`config.mk`:
```
export PLATFORM = sky130hd
export DESIGN_NAME = encoder_velocity_pid_motor_drive
export DESIGN_NICKNAME = d
export VERILOG_FILES = /design/src/rtl/evpmd_pkg.sv /design/src/rtl/encoder_velocity_pid_motor_drive.sv
export SDC_FILE = /design/constraint.sdc
export NUM_CORES = 2
export LEC_CHECK = 0
export BUFFER_PORTS_ARGS = -buffer_cell sky130_fd_sc_hd__buf_2
export CAP_MARGIN = 10
export CELL_PAD_IN_SITES_DETAIL_PLACEMENT = 1
export CELL_PAD_IN_SITES_GLOBAL_PLACEMENT = 2
export CORE_UTILIZATION = 35
export CTS_CLUSTER_SIZE = 30
export DETAILED_ROUTE_END_ITERATION = 8
export MAX_ROUTING_LAYER = met4
export PLACE_DENSITY = 0.85
export SLEW_MARGIN = 20
export SYNTH_ARGS = -nofsm -noshare
export SYNTH_HDL_FRONTEND = slang
export SYNTH_SLANG_ARGS = --single-unit
```
`constraint.sdc`:
```
create_clock -name clk -period 12.8 [get_ports clk]
set_input_delay 1.28 -clock clk [delete_from_list [all_inputs] [get_ports clk]]
set_output_delay 1.28 -clock clk [all_outputs]
set_load 0.005 [all_outputs]
```
`src/rtl/evpmd_pkg.sv`:
```
// ----------------------------------------------------------------------------
// evpmd_pkg
// Widths, field offsets, register indexes and constants of the motor drive.
// ----------------------------------------------------------------------------
package evpmd_pkg;

	// default width of distances, velocities, errors and the drive value
	localparam int VALUE_WIDTH_DEF = 32;

	// gain and scale registers, and the shared multiplier operand width
	localparam int GAIN_W = 24;
	localparam logic [GAIN_W-1:0] DPP_RESET = 24'd91264;

	// field widths
	localparam int ENC_W   = 16;
	localparam int ACCEL_W = 16;
	localparam int FIELD_W = 32;
	localparam int CMP_W   = 14;

	// input tdata: encoder_count, drive_enable, move_distance,
	// slowdown_distance, cruise_velocity, final_velocity, acceleration
	localparam int ENC_LSB    = 0;
	localparam int EN_BIT     = 16;
	localparam int MDIST_LSB  = 17;
	localparam int SDIST_LSB  = 49;
	localparam int CRUISE_LSB = 81;
	localparam int FINAL_LSB  = 113;
	localparam int ACCEL_LSB  = 145;
	localparam int S_TDATA_W  = 168;

	// output tdata: channel_one, channel_two, travelled, mean
	localparam int M_TDATA_W  = 96;

	// APB address and data widths
	localparam int PADDR_W = 4;
	localparam int PDATA_W = 32;

	// register indexes
	localparam logic [1:0] REG_KP  = 2'd0;
	localparam logic [1:0] REG_KD  = 2'd1;
	localparam logic [1:0] REG_DPP = 2'd2;

	// action codes
	localparam logic ACT_TICK = 1'b0;
	localparam logic ACT_MOVE = 1'b1;

	// encoder counts above this read as negative
	localparam logic [ENC_W-1:0] ENC_HALF = 16'd32768;

	// bridge compare top and drive limit (Q.8)
	localparam int PWM_TOP     = 10000;
	localparam int DRIVE_LIMIT = 2560000;

	// ramp step = accel * 32 / 125, via reciprocal 2^22 / 125 rounded up
	localparam int RAMP_RECIP   = 33555;
	localparam int RAMP_SHIFT   = 22;
	localparam int RAMP_DIVISOR = 125;
	localparam int RAMP_STEP_W  = 15;

	// velocity scale
	localparam int VEL_SCALE = 1000;

endpackage

```
`src/rtl/encoder_velocity_pid_motor_drive.sv`:
```
// Move command: the result is registered in S_RATE once the output is free.
// Control tick: four chained multiplies through one 24x24 multiplier, each
// over the 24-bit chunks of a VALUE_WIDTH+2 bit operand, precede S_DRIVE,
// which registers the result once the output is free.
// A new request is taken the cycle after the result is registered; a result
// still held by m_tready keeps the sequencer in its posting step.
// arst_n clears all state and config to reset values asynchronously.
// ----------------------------------------------------------------------------
// encoder_velocity_pid_motor_drive
// Encoder odometry, trapezoidal speed ramp and velocity-form PD drive with
// H-bridge compare outputs, sequenced over one shared multiplier.
// ----------------------------------------------------------------------------
module encoder_velocity_pid_motor_drive #(
	parameter int VALUE_WIDTH = evpmd_pkg::VALUE_WIDTH_DEF
) (
	input  logic                               clk,
	input  logic                               arst_n,
	// slave stream: request in
	input  logic                               s_tvalid,
	output logic                               s_tready,
	// [15:0] encoder_count, [16] drive_enable, [48:17] move_distance,
	// [80:49] slowdown_distance, [112:81] cruise_velocity,
	// [144:113] final_velocity, [160:145] acceleration, rest zero
	input  logic [evpmd_pkg::S_TDATA_W-1:0]    s_tdata,
	// [0] action
	input  logic                               s_tuser,
	// master stream: result out
	output logic                               m_tvalid,
	input  logic                               m_tready,
	// [13:0] channel_one_compare, [27:14] channel_two_compare,
	// [59:28] travelled_distance, [91:60] mean_velocity, rest zero
	output logic [evpmd_pkg::M_TDATA_W-1:0]    m_tdata,
	// [0] pwm_update
	output logic                               m_tuser,
	// APB configuration
	input  logic                               psel,
	input  logic                               penable,
	input  logic                               pwrite,
	input  logic [evpmd_pkg::PADDR_W-1:0]      paddr,
	input  logic [evpmd_pkg::PDATA_W-1:0]      pwdata,
	output logic [evpmd_pkg::PDATA_W-1:0]      prdata,
	output logic                               pready
);

	localparam int W      = VALUE_WIDTH;
	localparam int GW     = evpmd_pkg::GAIN_W;
	localparam int MAG_W  = W + 2;
	localparam int NCH    = (MAG_W + GW - 1) / GW;
	localparam int MAGW   = NCH * GW;
	localparam int RACC_W = MAGW + GW;
	localparam int RQ_W   = RACC_W - 16;
	localparam int CNT_W  = $clog2(NCH + 1);
	localparam int SAT_W  = (W + 3 > 33) ? W + 3 : 33;
	localparam int O_W    = (W > 32) ? W : 32;
	localparam int RSW    = evpmd_pkg::RAMP_STEP_W;
	localparam int RY_W   = evpmd_pkg::ACCEL_W + 5;
	localparam int RP_W   = RY_W + 16;
	localparam int CW     = evpmd_pkg::CMP_W;

	// sequencer states
	localparam logic [3:0] S_IDLE    = 4'd0;
	localparam logic [3:0] S_RATE    = 4'd1;
	localparam logic [3:0] S_MUL_A   = 4'd2;
	localparam logic [3:0] S_MUL_B   = 4'd3;
	localparam logic [3:0] S_MUL_END = 4'd4;
	localparam logic [3:0] S_DIST    = 4'd5;
	localparam logic [3:0] S_VEL     = 4'd6;
	localparam logic [3:0] S_BRAKE   = 4'd7;
	localparam logic [3:0] S_RAMP    = 4'd8;
	localparam logic [3:0] S_ERR     = 4'd9;
	localparam logic [3:0] S_PLOAD   = 4'd10;
	localparam logic [3:0] S_P       = 4'd11;
	localparam logic [3:0] S_D       = 4'd12;
	localparam logic [3:0] S_DRIVE   = 4'd13;

	// multiply jobs
	localparam logic [1:0] JOB_DIST = 2'd0;
	localparam logic [1:0] JOB_VEL  = 2'd1;
	localparam logic [1:0] JOB_P    = 2'd2;
	localparam logic [1:0] JOB_D    = 2'd3;

	// saturate a wide signed value to W bits
	function automatic logic signed [W-1:0] sat_w(input logic signed [SAT_W-1:0] v);
		logic signed [SAT_W-1:0] hi;
		logic signed [SAT_W-1:0] lo;
		hi = $signed({{(SAT_W-W+1){1'b0}}, {(W-1){1'b1}}});
		lo = ~hi;
		if (v > hi) begin
			return hi[W-1:0];
		end else if (v < lo) begin
			return lo[W-1:0];
		end
		return v[W-1:0];
	endfunction

	// saturate a W-bit value to the 32-bit field range
	function automatic logic [31:0] sat32(input logic signed [W-1:0] v);
		logic signed [O_W-1:0] x;
		x = O_W'(v);
		if (x > O_W'(32'sh7FFF_FFFF)) begin
			return 32'h7FFF_FFFF;
		end else if (x < O_W'(32'sh8000_0000)) begin
			return 32'h8000_0000;
		end
		return x[31:0];
	endfunction

	logic [3:0] state_q;

	// configuration
	logic [GW-1:0] kp_q;
	logic [GW-1:0] kd_q;
	logic [GW-1:0] dpp_q;

	// drive state
	logic signed [W-1:0] dsum_q;
	logic signed [W-1:0] prev_vel_q;
	logic signed [W-1:0] plan_q;
	logic signed [W-1:0] goal_vel_q;
	logic signed [W-1:0] goal_dist_q;
	logic signed [W-1:0] brake_dist_q;
	logic signed [W-1:0] brake_vel_q;
	logic [RSW-1:0]      ramp_step_q;
	logic                armed_q;
	logic signed [W-1:0] e_q [4];
	logic signed [W-1:0] acc_q;

	// per-request working registers
	logic [16:0]         q_mag_q;
	logic                q_neg_q;
	logic                en_q;
	logic signed [W-1:0] mean_q;
	logic signed [W-1:0] p_q;
	logic [RY_W-1:0]     rate_y_q;
	logic [RSW-1:0]      q0_q;

	// shared multiplier
	logic [MAGW-1:0]     mag_q;
	logic                neg_q;
	logic [GW-1:0]       gain_q;
	logic [2*GW-1:0]     prod_q;
	logic [RACC_W-1:0]   racc_q;
	logic [CNT_W-1:0]    cnt_q;
	logic [1:0]          job_q;
	logic signed [W-1:0] res_q;

	// output register
	logic                out_vld_q;
	logic                out_pwm_q;
	logic [CW-1:0]       out_ch1_q;
	logic [CW-1:0]       out_ch2_q;
	logic [31:0]         out_trav_q;
	logic [31:0]         out_mean_q;

	logic out_free;
	logic out_post;
	logic cfg_wr;

	// combinational datapath terms
	logic [15:0]         enc_cnt;
	logic                enc_neg;
	logic [16:0]         enc_mag;
	logic [RY_W-1:0]     rate_y;
	logic [RP_W-1:0]     rate_p;
	logic [21:0]         rate_chk;
	logic [26:0]         vel_mag;
	logic [RQ_W-1:0]     rq;
	logic [RQ_W-1:0]     rlim;
	logic [RQ_W-1:0]     rsat;
	logic [W-1:0]        rw;
	logic signed [W:0]   vsum;
	logic signed [W:0]   vadj;
	logic signed [W:0]   gdiff;
	logic [W:0]          remain;
	logic                brake_hit;
	logic signed [W:0]   stepx;
	logic signed [W:0]   ramp_up;
	logic signed [W:0]   ramp_dn;
	logic [W-1:0]        emag;
	logic signed [W+2:0] d03;
	logic signed [W+2:0] d12;
	logic signed [W+2:0] combo;
	logic [W+2:0]        cmag;
	logic signed [W-1:0] dlim;
	logic signed [W-1:0] acc_pos;
	logic signed [W-1:0] acc_neg;
	logic signed [W-1:0] acc_negm;
	logic                acc_gt0;
	logic [CW-1:0]       duty;
	logic [CW-1:0]       pwm_top;

	assign pready   = 1'b1;
	assign cfg_wr   = psel & penable & pwrite & pready;
	assign s_tready = (state_q == S_IDLE);
	assign out_free = !out_vld_q || m_tready;
	assign out_post = out_free && ((state_q == S_RATE) || (state_q == S_DRIVE));
	assign m_tvalid = out_vld_q;
	assign m_tuser  = out_pwm_q;
	assign m_tdata  = {4'b0, out_mean_q, out_trav_q, out_ch2_q, out_ch1_q};
	assign pwm_top  = CW'(evpmd_pkg::PWM_TOP);

	// register read-back
	always_comb begin
		unique case (paddr[3:2])
			evpmd_pkg::REG_KP:  prdata = {8'b0, kp_q};
			evpmd_pkg::REG_KD:  prdata = {8'b0, kd_q};
			evpmd_pkg::REG_DPP: prdata = {8'b0, dpp_q};
			default:            prdata = '0;
		endcase
	end

	// datapath terms used by the sequencer
	always_comb begin
		// raw encoder count folded to sign and magnitude
		enc_cnt = s_tdata[evpmd_pkg::ENC_LSB +: evpmd_pkg::ENC_W];
		enc_neg = enc_cnt > evpmd_pkg::ENC_HALF;
		enc_mag = enc_neg ? (17'd65536 - {1'b0, enc_cnt}) : {1'b0, enc_cnt};

		// ramp step estimate and its correction
		rate_y   = {s_tdata[evpmd_pkg::ACCEL_LSB +: evpmd_pkg::ACCEL_W], 5'b0};
		rate_p   = RP_W'(rate_y) * RP_W'(evpmd_pkg::RAMP_RECIP);
		rate_chk = 22'(q0_q) * 22'(evpmd_pkg::RAMP_DIVISOR);

		// velocity operand: |count| * 1000
		vel_mag = 27'(q_mag_q) * 27'(evpmd_pkg::VEL_SCALE);

		// multiplier result: drop 16 fraction bits, saturate, restore sign
		rq   = racc_q[RACC_W-1:16];
		rlim = {{(RQ_W-W+1){1'b0}}, {(W-1){1'b1}}} + {{(RQ_W-1){1'b0}}, neg_q};
		rsat = (rq > rlim) ? rlim : rq;
		rw   = rsat[W-1:0];

		// mean of two velocities, rounded toward zero
		vsum = (W+1)'(res_q) + (W+1)'(prev_vel_q);
		vadj = vsum + $signed({{W{1'b0}}, vsum[W]});

		// remaining distance against the slowdown point
		gdiff     = (W+1)'(goal_dist_q) - (W+1)'(dsum_q);
		remain    = gdiff[W] ? (W+1)'(-gdiff) : gdiff;
		brake_hit = !brake_dist_q[W-1] && ({1'b0, brake_dist_q} >= remain);

		// ramp candidates
		stepx   = $signed({{(W+1-RSW){1'b0}}, ramp_step_q});
		ramp_up = (W+1)'(plan_q) + stepx;
		ramp_dn = (W+1)'(plan_q) - stepx;

		// PD operands
		emag  = e_q[0][W-1] ? W'(-e_q[0]) : e_q[0];
		d03   = (W+3)'(e_q[0]) - (W+3)'(e_q[3]);
		d12   = (W+3)'(e_q[1]) - (W+3)'(e_q[2]);
		combo = d03 + d12 + (d12 <<< 1);
		cmag  = combo[W+2] ? (W+3)'(-combo) : combo;

		// drive clamp and duty
		dlim     = W'(evpmd_pkg::DRIVE_LIMIT);
		acc_gt0  = !acc_q[W-1] && (acc_q != '0);
		acc_pos  = (acc_q > dlim) ? dlim : acc_q;
		acc_neg  = (acc_q < -dlim) ? -dlim : acc_q;
		acc_negm = -acc_neg;
		duty     = acc_gt0 ? acc_pos[21:8] : acc_negm[21:8];
	end

	// sequencer, state and output register
	always_ff @(posedge clk or negedge arst_n) begin
		if (!arst_n) begin
			state_q      <= S_IDLE;
			kp_q         <= '0;
			kd_q         <= '0;
			dpp_q        <= evpmd_pkg::DPP_RESET;
			dsum_q       <= '0;
			prev_vel_q   <= '0;
			plan_q       <= '0;
			goal_vel_q   <= '0;
			goal_dist_q  <= '0;
			brake_dist_q <= '0;
			brake_vel_q  <= '0;
			ramp_step_q  <= '0;
			armed_q      <= 1'b0;
			for (int i = 0; i < 4; i++) begin
				e_q[i] <= '0;
			end
			acc_q        <= '0;
			q_mag_q      <= '0;
			q_neg_q      <= 1'b0;
			en_q         <= 1'b0;
			mean_q       <= '0;
			p_q          <= '0;
			rate_y_q     <= '0;
			q0_q         <= '0;
			mag_q        <= '0;
			neg_q        <= 1'b0;
			gain_q       <= '0;
			prod_q       <= '0;
			racc_q       <= '0;
			cnt_q        <= '0;
			job_q        <= JOB_DIST;
			res_q        <= '0;
			out_vld_q    <= 1'b0;
			out_pwm_q    <= 1'b0;
			out_ch1_q    <= '0;
			out_ch2_q    <= '0;
			out_trav_q   <= '0;
			out_mean_q   <= '0;
		end else begin
			// write configuration
			if (cfg_wr) begin
				unique case (paddr[3:2])
					evpmd_pkg::REG_KP:  kp_q  <= pwdata[GW-1:0];
					evpmd_pkg::REG_KD:  kd_q  <= pwdata[GW-1:0];
					evpmd_pkg::REG_DPP: dpp_q <= pwdata[GW-1:0];
					default: ;
				endcase
			end

			// drop the result once taken, unless a new one replaces it
			if (m_tready && !out_post) begin
				out_vld_q <= 1'b0;
			end

			unique case (state_q)
				S_IDLE: begin
					if (s_tvalid) begin
						if (s_tuser == evpmd_pkg::ACT_MOVE) begin
							// load move registers, start ramp step
							goal_dist_q  <= sat_w(SAT_W'($signed(
								s_tdata[evpmd_pkg::MDIST_LSB +: evpmd_pkg::FIELD_W])));
							brake_dist_q <= sat_w(SAT_W'($signed(
								s_tdata[evpmd_pkg::SDIST_LSB +: evpmd_pkg::FIELD_W])));
							goal_vel_q   <= sat_w(SAT_W'($signed(
								s_tdata[evpmd_pkg::CRUISE_LSB +: evpmd_pkg::FIELD_W])));
							brake_vel_q  <= sat_w(SAT_W'($signed(
								s_tdata[evpmd_pkg::FINAL_LSB +: evpmd_pkg::FIELD_W])));
							armed_q      <= 1'b1;
							rate_y_q     <= rate_y;
							q0_q         <= rate_p[RP_W-1 -: RSW];
							state_q      <= S_RATE;
						end else begin
							// tick: start tick distance multiply
							q_mag_q <= enc_mag;
							q_neg_q <= enc_neg;
							en_q    <= s_tdata[evpmd_pkg::EN_BIT];
							mag_q   <= MAGW'(enc_mag);
							neg_q   <= enc_neg;
							gain_q  <= dpp_q;
							racc_q  <= '0;
							cnt_q   <= CNT_W'(NCH);
							job_q   <= JOB_DIST;
							state_q <= S_MUL_A;
						end
					end
				end

				S_RATE: begin
					// correct ramp step, post move result
					if (out_free) begin
						ramp_step_q <= (rate_chk > 22'(rate_y_q)) ? q0_q - RSW'(1) : q0_q;
						out_vld_q   <= 1'b1;
						out_pwm_q   <= 1'b0;
						out_ch1_q   <= '0;
						out_ch2_q   <= '0;
						out_trav_q  <= sat32(dsum_q);
						out_mean_q  <= '0;
						state_q     <= S_IDLE;
					end
				end

				S_MUL_A: begin
					// multiply the top chunk
					prod_q  <= mag_q[MAGW-1 -: GW] * gain_q;
					mag_q   <= mag_q << GW;
					cnt_q   <= cnt_q - CNT_W'(1);
					state_q <= S_MUL_B;
				end

				S_MUL_B: begin
					// shift in the partial product
					racc_q  <= (racc_q << GW) + RACC_W'(prod_q);
					state_q <= (cnt_q == '0) ? S_MUL_END : S_MUL_A;
				end

				S_MUL_END: begin
					res_q <= neg_q ? $signed(-rw) : $signed(rw);
					unique case (job_q)
						JOB_DIST: state_q <= S_DIST;
						JOB_VEL:  state_q <= S_VEL;
						JOB_P:    state_q <= S_P;
						JOB_D:    state_q <= S_D;
						default:  state_q <= S_IDLE;
					endcase
				end

				S_DIST: begin
					// advance odometry, start velocity multiply
					dsum_q  <= sat_w(SAT_W'(dsum_q) + SAT_W'(res_q));
					mag_q   <= MAGW'(vel_mag);
					neg_q   <= q_neg_q;
					gain_q  <= dpp_q;
					racc_q  <= '0;
					cnt_q   <= CNT_W'(NCH);
					job_q   <= JOB_VEL;
					state_q <= S_MUL_A;
				end

				S_VEL: begin
					mean_q     <= vadj[W:1];
					prev_vel_q <= res_q;
					state_q    <= S_BRAKE;
				end

				S_BRAKE: begin
					// switch to final velocity at the slowdown point
					if (armed_q && brake_hit) begin
						goal_vel_q <= brake_vel_q;
						armed_q    <= 1'b0;
					end
					state_q <= S_RAMP;
				end

				S_RAMP: begin
					// ramp planned velocity toward the goal
					if (goal_vel_q > plan_q) begin
						plan_q <= (ramp_up > (W+1)'(goal_vel_q)) ? goal_vel_q : ramp_up[W-1:0];
					end else if (goal_vel_q < plan_q) begin
						plan_q <= (ramp_dn < (W+1)'(goal_vel_q)) ? goal_vel_q : ramp_dn[W-1:0];
					end
					state_q <= S_ERR;
				end

				S_ERR: begin
					// shift error history
					e_q[3]  <= e_q[2];
					e_q[2]  <= e_q[1];
					e_q[1]  <= e_q[0];
					e_q[0]  <= sat_w(SAT_W'(plan_q) - SAT_W'(mean_q));
					state_q <= S_PLOAD;
				end

				S_PLOAD: begin
					// start proportional multiply
					mag_q   <= MAGW'(emag);
					neg_q   <= e_q[0][W-1];
					gain_q  <= kp_q;
					racc_q  <= '0;
					cnt_q   <= CNT_W'(NCH);
					job_q   <= JOB_P;
					state_q <= S_MUL_A;
				end

				S_P: begin
					// hold P term, start derivative multiply
					p_q     <= res_q;
					mag_q   <= MAGW'(cmag);
					neg_q   <= combo[W+2];
					gain_q  <= kd_q;
					racc_q  <= '0;
					cnt_q   <= CNT_W'(NCH);
					job_q   <= JOB_D;
					state_q <= S_MUL_A;
				end

				S_D: begin
					acc_q   <= sat_w(SAT_W'(acc_q) + SAT_W'(p_q) + SAT_W'(res_q));
					state_q <= S_DRIVE;
				end

				S_DRIVE: begin
					// clamp drive when enabled, post tick result
					if (out_free) begin
						out_vld_q  <= 1'b1;
						out_trav_q <= sat32(dsum_q);
						out_mean_q <= sat32(mean_q);
						if (en_q) begin
							out_pwm_q <= 1'b1;
							if (acc_gt0) begin
								acc_q     <= acc_pos;
								out_ch1_q <= pwm_top - duty;
								out_ch2_q <= pwm_top;
							end else begin
								acc_q     <= acc_neg;
								out_ch1_q <= pwm_top;
								out_ch2_q <= pwm_top - duty;
							end
						end else begin
							out_pwm_q <= 1'b0;
							out_ch1_q <= '0;
							out_ch2_q <= '0;
						end
						state_q <= S_IDLE;
					end
				end

				default: begin
					state_q <= S_IDLE;
				end
			endcase
		end
	end

endmodule

```
==> run metrics <==
status finished clean; Post-Syn Area 0.08985 mm2; setup tns final 0 ns; GR Overflow Total 0; Port Buffers 313; routed via count 74665; Slew HR 19.40%; DRT Wirelength 290400 um; CTS tree yes; count leader, synth nand2_1; H-tree Lvls 3; drt initial violations 4311; crit-path max FO 25; Achievable Freq 0.1151 GHz; Synth top area share 25.29%; Hold Vio Cnt, Final 0; predominant post-synthesis flop cell dfrtp_1; root buf cell clkbuf_16; Cell variety after synth 95; PostCTS Resize Cnt 0; Hold Buf Count CTS 0; GP Congestion 0.9187; Final Setup Violations 0; CP startpoint kind flop; drt drc 0; initial antenna violation count 7; data required time of the worst path 13.41 ns; layout cell share with drive strength beyond 1 8.369%; most frequent cells after synthesis 1596 x nand2_1, 1148 x inv_1, 908 x dfrtp_1; Final nets 12106; post-synthesis sequential area ratio 25.43%; FP Rows 185; Synth Register Bits 913; Post-synth ARST share 100.0%; Setup crit end kind flop; Final Worst Setup Slack 4.108 ns; number of global-route vias before repair 80540; routed len/inst 21.15 um; die area 0.2588 mm2; max-slew violations 0; Tcrit/Tclk final 67.90%; maximum root-to-sink buffer count 3; largest net degree at the start of global routing 173; cells after synthesis 10146; First-pass DRT Iterations 8; fillers 29814; Synth area leaders dfrtp_1 25%, fa_1 16%, ha_1 12%; Top Ports 344; setup bufs post-CTS 0; Synth warnings 0; Chip Height 508.7 um; post-route minimum period 8.692 ns; Post-synth EDFFs 0; CTS Buf Count 114; post-synth top area cell dfrtp_1; syn avg cell area 8.856 um2; Vias/cell 5.438; placed instance area 0.09509 mm2; Global Route Usage Sum 23.18%; hold crit path type input port to async pin; worst-margin pin slew 1.202 ns; dpl hpwl 224500 um; WS Path Type flop to flop; Core ar. 0.2546 mm2; Initial Utilization 35.29%; first-pass GRT wire length 461600 um; Setup WS pre-CTS 4.125 ns; crit path DAT 9.30 ns; Post-DRT Antenna Nets 0; clock network latency to the later pin of the worst-skew pair 0.84 ns; RSZ-0062 raised after global routing false; area added between synthesis and finish 10.43%; Max Cap Viol 0; Reg clk slew, reported paths 0.07 ns; Die Wd 508.7 um; fin area 0.09922 mm2; Final Skew 0.1151 ns; CTS Sinks 913
==> per-stage QoR <==
step / std cells / hold slack (ns) / util [%]
after floorplan: 10157 / 0.4386 / -
after global placement: 13514 / 0.4563 / 37.35
after detailed placement: 13514 / 0.4615 / 37.35
after CTS: 13725 / 0.4141 / 38.94
after global routing: 13729 / 0.4477 / 38.97
final: 13731 / 0.4341 / 38.97
==> sequential cells by signal, indices dropped and copies added, names as in the netlist, 16 cells and up <==
register	count
acc_q	32
brake_dist_q	32
brake_vel_q	32
dpp_q	24
dsum_q	32
e_q	128
gain_q	24
goal_dist_q	32
goal_vel_q	32
kd_q	24
kp_q	24
mag_q	48
mean_q	32
out_mean_q	32
out_trav_q	32
p_q	32
plan_q	32
prev_vel_q	32
prod_q	48
q_mag_q	17
racc_q	72
rate_y_q	16
res_q	32
==> worst paths after layout <==
check	to	slack, ns	cells after the start	startpoint
worst max-delay path	prod_q[45]$_DFFE_PN0P_	4.11	24	gain_q[10]$_DFFE_PN0P_
worst min-delay path	out_mean_q[17]$_DFFE_PN0P_	0.43	1	arst_n
worst max register to register	prod_q[45]$_DFFE_PN0P_	4.11	24	gain_q[10]$_DFFE_PN0P_
worst min register to register	brake_vel_q[27]$_DFFE_PN0P_	0.47	2	brake_vel_q[27]$_DFFE_PN0P_
max in group asynchronous	gain_q[7]$_DFFE_PN0P_	9.27	5	arst_n
min in group clk	brake_vel_q[27]$_DFFE_PN0P_	0.47	2	brake_vel_q[27]$_DFFE_PN0P_
==> critical path: stages, from the launching register on <==
cell	delay, ns
dfrtp_1	1.08
nand2_1	0.18
fa_1	0.56
inv_1	0.05
fa_1	0.47
inv_1	0.05
fa_1	0.53
fa_1	0.44
fa_1	0.55
inv_1	0.06
fa_1	0.50
fa_1	0.53
ha_1	0.38
a21o_1	0.17
a21o_1	0.16
a21o_1	0.18
a221o_1	0.35
a21o_1	0.20
a221o_1	0.42
a211oi_1	0.67
o31ai_1	0.27
a21o_1	0.23
a21oi_1	0.16
xor2_1	0.18
o21ai_0	0.09
==> logic make-up (layout without fill, tap and decap cells) <==
family	Yosys count	count (layout)	share of synthesized area [%]
and+or+nand+nor	2974	2974	15.00
AOI/OAI and AO/OA	2219	2219	15.54
adders and majority gates	1654	1654	29.11
buffers and inverters	1603	1806	6.784
DFF	913	913	25.43
xor gates and xnor gates	532	532	5.186
muxes	249	249	2.930
other	2	18	0.008358
==> final cells by class <==
type / instances / area (um2) / area share [%]
Clock buffer: 148 / 3161 / 3.185
Timing Repair Buffer: 443 / 2605 / 2.625
Clock inverter: 63 / 905.9 / 0.9130
Multi-Input combinational cell: 7641 / 61140 / 61.62
Inverter: 1152 / 4324 / 4.358
Tap cell: 3366 / 4212 / 4.245
Antenna cell: 5 / 12.51 / 0.01261
Sequential cell: 913 / 22860 / 23.04
==> cells in the final DEF (no fill, tap or decap), types with 85 or more instances in the layout <==
cell type / n
mux2_2: 112
buf_4: 125
nand3_1: 165
xor2_1: 184
clkbuf_16: 114
nor2_1: 386
o21ai_0: 721
ha_1: 893
buf_2: 312
dfrtp_1: 902
o21a_1: 85
a21o_1: 227
nor3_1: 120
inv_1: 1148
xnor2_1: 346
mux2i_1: 137
a21oi_1: 499
nand2_1: 1591
fa_1: 736
and2_1: 232
==> per-layer routing <==
layer | GRT usage (%) | share of wire, %
met1 | 31.03 | 46
met2 | 37.05 | 47
met3 | 2.432 | 3.9
met4 | 6.551 | 2.9
met5 | - | 0
Power is not shown: default switching activity piles up to over one toggle a cycle in this logic, so the estimate is an artifact.
